<file path="src/design/ptrs_pkg.sv">
`default_nettype none
// ----------------------------------------------------------------------------
// ptrs_pkg
// shared types and constants for the pairwise tail ratio statistic unit
// ----------------------------------------------------------------------------
package ptrs_pkg;
   localparam int MaxSamples = 1024;
   localparam int SampleBits = 32;
   localparam int FracBits   = 16;
   localparam int AddrBits   = $clog2(MaxSamples);
   localparam int CountBits  = AddrBits + 1;
   localparam int SumBits    = SampleBits + 1;
   localparam int QBits      = FracBits + 1;
   localparam int RSumBits   = 36;
   localparam int PairBits   = 20;
   localparam int DenBits    = 2 * CountBits;
   localparam int DivBits    = RSumBits + FracBits;

   typedef enum logic [1:0] {
      ST_OK       = 2'd0,
      ST_FEW      = 2'd1,
      ST_NO_PAIRS = 2'd2,
      ST_DROPPED  = 2'd3
   } status_type;

   typedef enum logic [2:0] {
      S_IDLE,
      S_SCAN,
      S_DRAIN,
      S_FIN_DIV,
      S_FIN_WAIT,
      S_OUT
   } state_type;

   typedef enum logic [1:0] {
      DIV_GAMMA,
      DIV_MEAN,
      DIV_FRAC
   } div_sel_type;

   typedef struct packed {
      logic        take;
      logic        store;
      logic        scan;
      logic        clear;
      logic        div_start;
      div_sel_type div_sel;
      logic        rsp_load;
   } cmd_type;

   typedef struct packed {
      logic scan_done;
      logic pipe_empty;
      logic div_busy;
      logic few;
      logic no_pairs;
   } sts_type;
endpackage
`default_nettype wire

</file>
<file path="src/design/ptrs_ctrl.sv">
`default_nettype none
// ----------------------------------------------------------------------------
// ptrs_ctrl
// sequencer for sample intake, pair scan, final divides and result handoff
// ----------------------------------------------------------------------------
module ptrs_ctrl (
   input  wire logic               clock,
   input  wire logic               reset,
   input  wire logic               req_tvalid,
   output logic                    req_tready,
   input  wire logic               req_tlast,
   input  wire logic               full,
   output logic                    rsp_tvalid,
   input  wire logic               rsp_tready,
   output ptrs_pkg::cmd_type       cmd,
   input  wire ptrs_pkg::sts_type  sts
);
   import ptrs_pkg::*;

   state_type   state_ff, state_in;
   logic        last_ff, last_in, ovalid_ff, ovalid_in;
   div_sel_type sel_ff, sel_in;
   logic        acc;

   assign acc = req_tvalid && req_tready;

   always_comb begin
      state_in = state_ff; last_in = last_ff; sel_in = sel_ff;
      ovalid_in = ovalid_ff;
      if (rsp_tready) ovalid_in = 1'b0;
      unique case (state_ff)
         S_IDLE: if (acc) begin
            last_in = req_tlast;
            state_in = full ? (req_tlast ? S_DRAIN : S_IDLE) : S_SCAN;
         end
         S_SCAN: if (sts.scan_done) state_in = S_DRAIN;
         S_DRAIN: if (sts.pipe_empty) begin
            if (!last_ff) state_in = S_IDLE;
            else if (sts.few || sts.no_pairs) state_in = S_OUT;
            else begin
               sel_in = DIV_GAMMA; state_in = S_FIN_DIV;
            end
         end
         S_FIN_DIV: state_in = S_FIN_WAIT;
         S_FIN_WAIT: if (!sts.div_busy) begin
            unique case (sel_ff)
               DIV_GAMMA: begin sel_in = DIV_MEAN; state_in = S_FIN_DIV; end
               DIV_MEAN:  begin sel_in = DIV_FRAC; state_in = S_FIN_DIV; end
               default:   state_in = S_OUT;
            endcase
         end
         S_OUT: if (!ovalid_ff || rsp_tready) begin
            ovalid_in = 1'b1; state_in = S_IDLE;
         end
         default: state_in = S_IDLE;
      endcase
   end

   always_comb begin
      cmd = '0;
      cmd.div_sel = sel_ff;
      req_tready = (state_ff == S_IDLE);
      rsp_tvalid = ovalid_ff;
      unique case (state_ff)
         S_IDLE: begin
            cmd.take = acc;
            cmd.store = acc && !full;
         end
         S_SCAN:  cmd.scan = !sts.scan_done;
         S_FIN_DIV: cmd.div_start = 1'b1;
         S_OUT: begin
            cmd.rsp_load = !ovalid_ff || rsp_tready;
            cmd.clear = cmd.rsp_load;
         end
         default: ;
      endcase
   end

   always_ff @(posedge clock) begin
      if (reset) begin
         state_ff <= S_IDLE; last_ff <= 1'b0; sel_ff <= DIV_GAMMA; ovalid_ff <= 1'b0;
      end else begin
         state_ff <= state_in; last_ff <= last_in; sel_ff <= sel_in;
         ovalid_ff <= ovalid_in;
      end
   end

   assert property (@(posedge clock) disable iff (reset)
      cmd.rsp_load |=> rsp_tvalid)
      else $error("result not presented");
   assert property (@(posedge clock) disable iff (reset)
      cmd.store |-> cmd.take)
      else $error("store without intake");
   assert property (@(posedge clock) disable iff (reset)
      (state_ff == S_FIN_DIV) |-> !sts.div_busy)
      else $error("divider restarted while busy");
endmodule
`default_nettype wire

</file>
<file path="config.mk">
export PLATFORM = sky130hd
export DESIGN_NAME = ptrs_ctrl
export DESIGN_NICKNAME = d
export VERILOG_FILES = /design/src/design/ptrs_pkg.sv /design/src/design/ptrs_ctrl.sv
export SDC_FILE = /design/constraint.sdc
export NUM_CORES = 1
export LEC_CHECK = 0
export BUFFER_PORTS_ARGS = -buffer_cell sky130_fd_sc_hd__buf_4
export CAP_MARGIN = 0
export CELL_PAD_IN_SITES_DETAIL_PLACEMENT = 0
export CELL_PAD_IN_SITES_GLOBAL_PLACEMENT = 1
export CORE_ASPECT_RATIO = 1.25
export CORE_MARGIN = 8
export CORE_UTILIZATION = 30
export DETAILED_ROUTE_END_ITERATION = 12
export HOLD_SLACK_MARGIN = 0.08
export PLACE_DENSITY = 0.74
export SYNTH_ARGS = -nofsm -noshare
export SYNTH_HDL_FRONTEND = slang
export SYNTH_SLANG_ARGS = --single-unit
</file>
<file path="constraint.sdc">
create_clock -name clock -period 2.2 [get_ports clock]
set_input_delay 0.22 -clock clock [delete_from_list [all_inputs] [get_ports clock]]
set_output_delay 0.22 -clock clock [all_outputs]
set_load 0.01 [all_outputs]
</file>
==> flow_summary.json <==
{
  "status": "finished, final reports clean",
  "max_freq_ghz": 0.5834,
  "antenna_cells": 0,
  "maxCapViolations": 0,
  "fin_crit_sh_pct": 77.91,
  "slew_violations": 0,
  "grt-ovfl-total": 0,
  "avgSynthCellArea_um2": 7.625,
  "routedWlPerCell_um": 13.47,
  "ir_drop_mv": 0.3361,
  "rsz0062_at_grt": "false",
  "die_width_um": 52.07,
  "fin_nets": 96,
  "root_buffer": "clkbuf_4",
  "cp_num_buf_inv": 0,
  "die_area_um2": 3181,
  "crit_slowest_cell": "dfxtp_1",
  "cp.required_ns": 2.38,
  "p_int_mw": 0.2656,
  "num_rows": 16,
  "synthArstFlopShare_pct": 0,
  "numCtsBuffers": 3,
  "cp.arrival_ns": 1.90,
  "cts_tree": "yes",
  "ctsHoldBuffers": 0,
  "antenna_found_initial": 0,
  "place_congestion": 0.7665,
  "start_util_pct": 31.66,
  "syn_inst": 64,
  "ios": 21,
  "grt.total_usage_pct": 9.617,
  "switchingPower_mw": 0.1259,
  "vias": 524,
  "worstSetupStartpointType": "flip-flop",
  "ys_warn_count": 0,
  "port_buffers": 20,
  "path_delay_family": "simple AND/OR/NAND/NOR gates",
  "slew-limit-headroom_pct": 68.93,
  "synthesis.area_um2": 488.0,
  "syn_nets": 75,
  "ys_seq_elements": 7,
  "grt_pass1_vias": 544,
  "coreArea_um2": 1541,
  "die_y_um": 61.09,
  "cp_max_fo": 12,
  "worstMarginPinSlew_ns": 0.4654,
  "drc": 0,
  "setup_viol": 0,
  "power_frac_seq_pct": 40.2,
  "dpl.hpwl_mm": 1.048,
  "first_iter_violations": 12,
  "worstSetupEndpointType": "flip-flop",
  "grt_pass1_wl_mm": 2.346,
  "criticalPathCategory": "reg2reg",
  "path_cells": "or3b_4 > or4_1 > a31oi_1",
  "cts_max_path_buffers": 2,
  "p_leak_nw": 0.2820,
  "switching_share_pct": 32.16,
  "cts_sinks": 7,
  "ys_seq_area_share_pct": 28.72,
  "fin_crit_ns": 1.714,
  "cts.repair.resized": 0,
  "hold_viol_final": 0,
  "max_stage_delay_ns": 0.54,
  "finalClockSkew_ns": 0.003379,
  "vias_per_cell": 5.137,
  "cts_max_level": 1,
  "clk_pin_slew_ns": 0.06,
  "first_pass_iters": 4,
  "drive_gt1_share_pct": 30.95,
  "regToRegSetupSlack_ns": 0.49,
  "syn_to_final_growth_pct": 34.87,
  "synthDistinctLibCells": 32,
  "p_total_mw": 0.3916,
  "synth_edf_count": 0,
  "combinationalPowerShare_pct": 29.1,
  "clk_latency_ns": 0.25,
  "dp_cells": 98,
  "instances_no_fill": 102,
  "power.clock.fraction_pct": 30.7,
  "synthFlopType": "dfxtp_1",
  "wl_mm": 1.374,
  "post_cts_buffers": 0,
  "ant_nets": 0,
  "pre_cts_ws_ns": 0.5087,
  "tns_ns": 0,
  "p_per_area_nw_per_um2": 595.0,
  "grt_max_degree": 15,
  "hp-class": "in2reg",
  "worst_slack_ns": 0.4860
}
[power by group through the flow]
stage                     registers [mW]  logic, mW  clock network, mW
after detailed placement           0.159      0.115                  0
after floorplan                    0.144     0.0827                  0
final                              0.157      0.114              0.120
after CTS                          0.157      0.115              0.126
after global placement             0.159      0.115                  0
after global routing               0.160      0.127              0.132
[flip-flops by register name, summed over array words and instances, names as in the netlist]
register and count:
sel_ff 2, last_ff 1, rsp_tvalid 1, state_ff 3
[layout by cell type (no fill, tap or decap)]
cell	instances
nor2_1	6
nor4_1	2
o221ai_1	1
o32ai_1	1
a2bb2oi_1	1
o21ai_0	2
a21oi_1	4
and2_1	1
a31o_2	1
a211o_1	1
and4_1	1
nor4bb_1	1
clkbuf_1	1
nand3b_1	1
nand3_1	3
nand2_1	6
buf_4	20
or4_1	1
or3b_4	1
o211a_1	1
nand2b_1	4
clkbuf_4	3
a221oi_1	1
inv_1	4
a31oi_1	2
mux2i_1	1
dfxtp_1	7
or3b_2	1
nor2b_1	1
nor4b_1	1
nor3_1	2
or2_1	1
[metal layers]
metal  share of wire, %  global-route usage [%]  vias to the layer above
met5                  0                       0                        -
met4                3.1                   7.985                        0
met3                5.3                   2.657                        4
met2                 48                   14.95                       11
met1                 44                   10.64                      235
li1                   -                       -                      274
[stage by stage]
stage	area [µm²]	hold WS (ns)	util, %
2_1_floorplan	488.0	0.2891	-
3_3_place_gp	631.9	0.4471	40.99
3_5_place_dp	631.9	0.4487	40.99
4_1_cts	658.1	0.1739	42.69
5_1_grt	658.1	0.1821	42.69
6_report	658.1	0.1752	42.69
[final cells by class]
| cell class | count | area (µm²) |
|---|---|---|
| Sequential cell | 7 | 140.1 |
| Timing Repair Buffer | 20 | 150.1 |
| Multi-Input combinational cell | 49 | 304.0 |
| Inverter | 4 | 15.01 |
| Clock buffer | 4 | 26.28 |
| Fill cell | 168 | 883.3 |
| Tap cell | 18 | 22.52 |
[synth_stat cells, types with 2 or more instances]
| cell | n | area (µm²) |
|---|---|---|
| nor2_1 | 6 | 22.52 |
| a31oi_1 | 2 | 12.51 |
| nor3_1 | 2 | 10.01 |
| o21ai_0 | 2 | 10.01 |
| nand3_1 | 3 | 15.01 |
| dfxtp_1 | 7 | 140.1 |
| a21oi_1 | 4 | 20.02 |
| buf_2 | 2 | 10.01 |
| nand2b_1 | 4 | 25.02 |
| nor4_1 | 2 | 12.51 |
| inv_1 | 4 | 15.01 |
| nand2_1 | 6 | 22.52 |
[cell families after synthesis]
group / after synthesis / synth area share (%)
and+or+nand+nor: 33 / 38.72
AOI/OAI and AO/OA: 15 / 21.54
DFF: 7 / 28.72
buffers and inverters: 8 / 8.974
muxes: 1 / 2.051
[final timing paths]
check | start | end | cells after the start
hold reg to reg | last_ff$_SDFFE_PP0P_ | last_ff$_SDFFE_PP0P_ | 2
setup reg to reg | state_ff[2]$_SDFFE_PP0P_ | sel_ff[0]$_SDFFE_PP0P_ | 3
setup / recovery | state_ff[2]$_SDFFE_PP0P_ | sel_ff[0]$_SDFFE_PP0P_ | 3
hold / removal | reset | sel_ff[1]$_SDFFE_PP0P_ | 2
No activity file was read; power rests on OpenSTA's default activity.
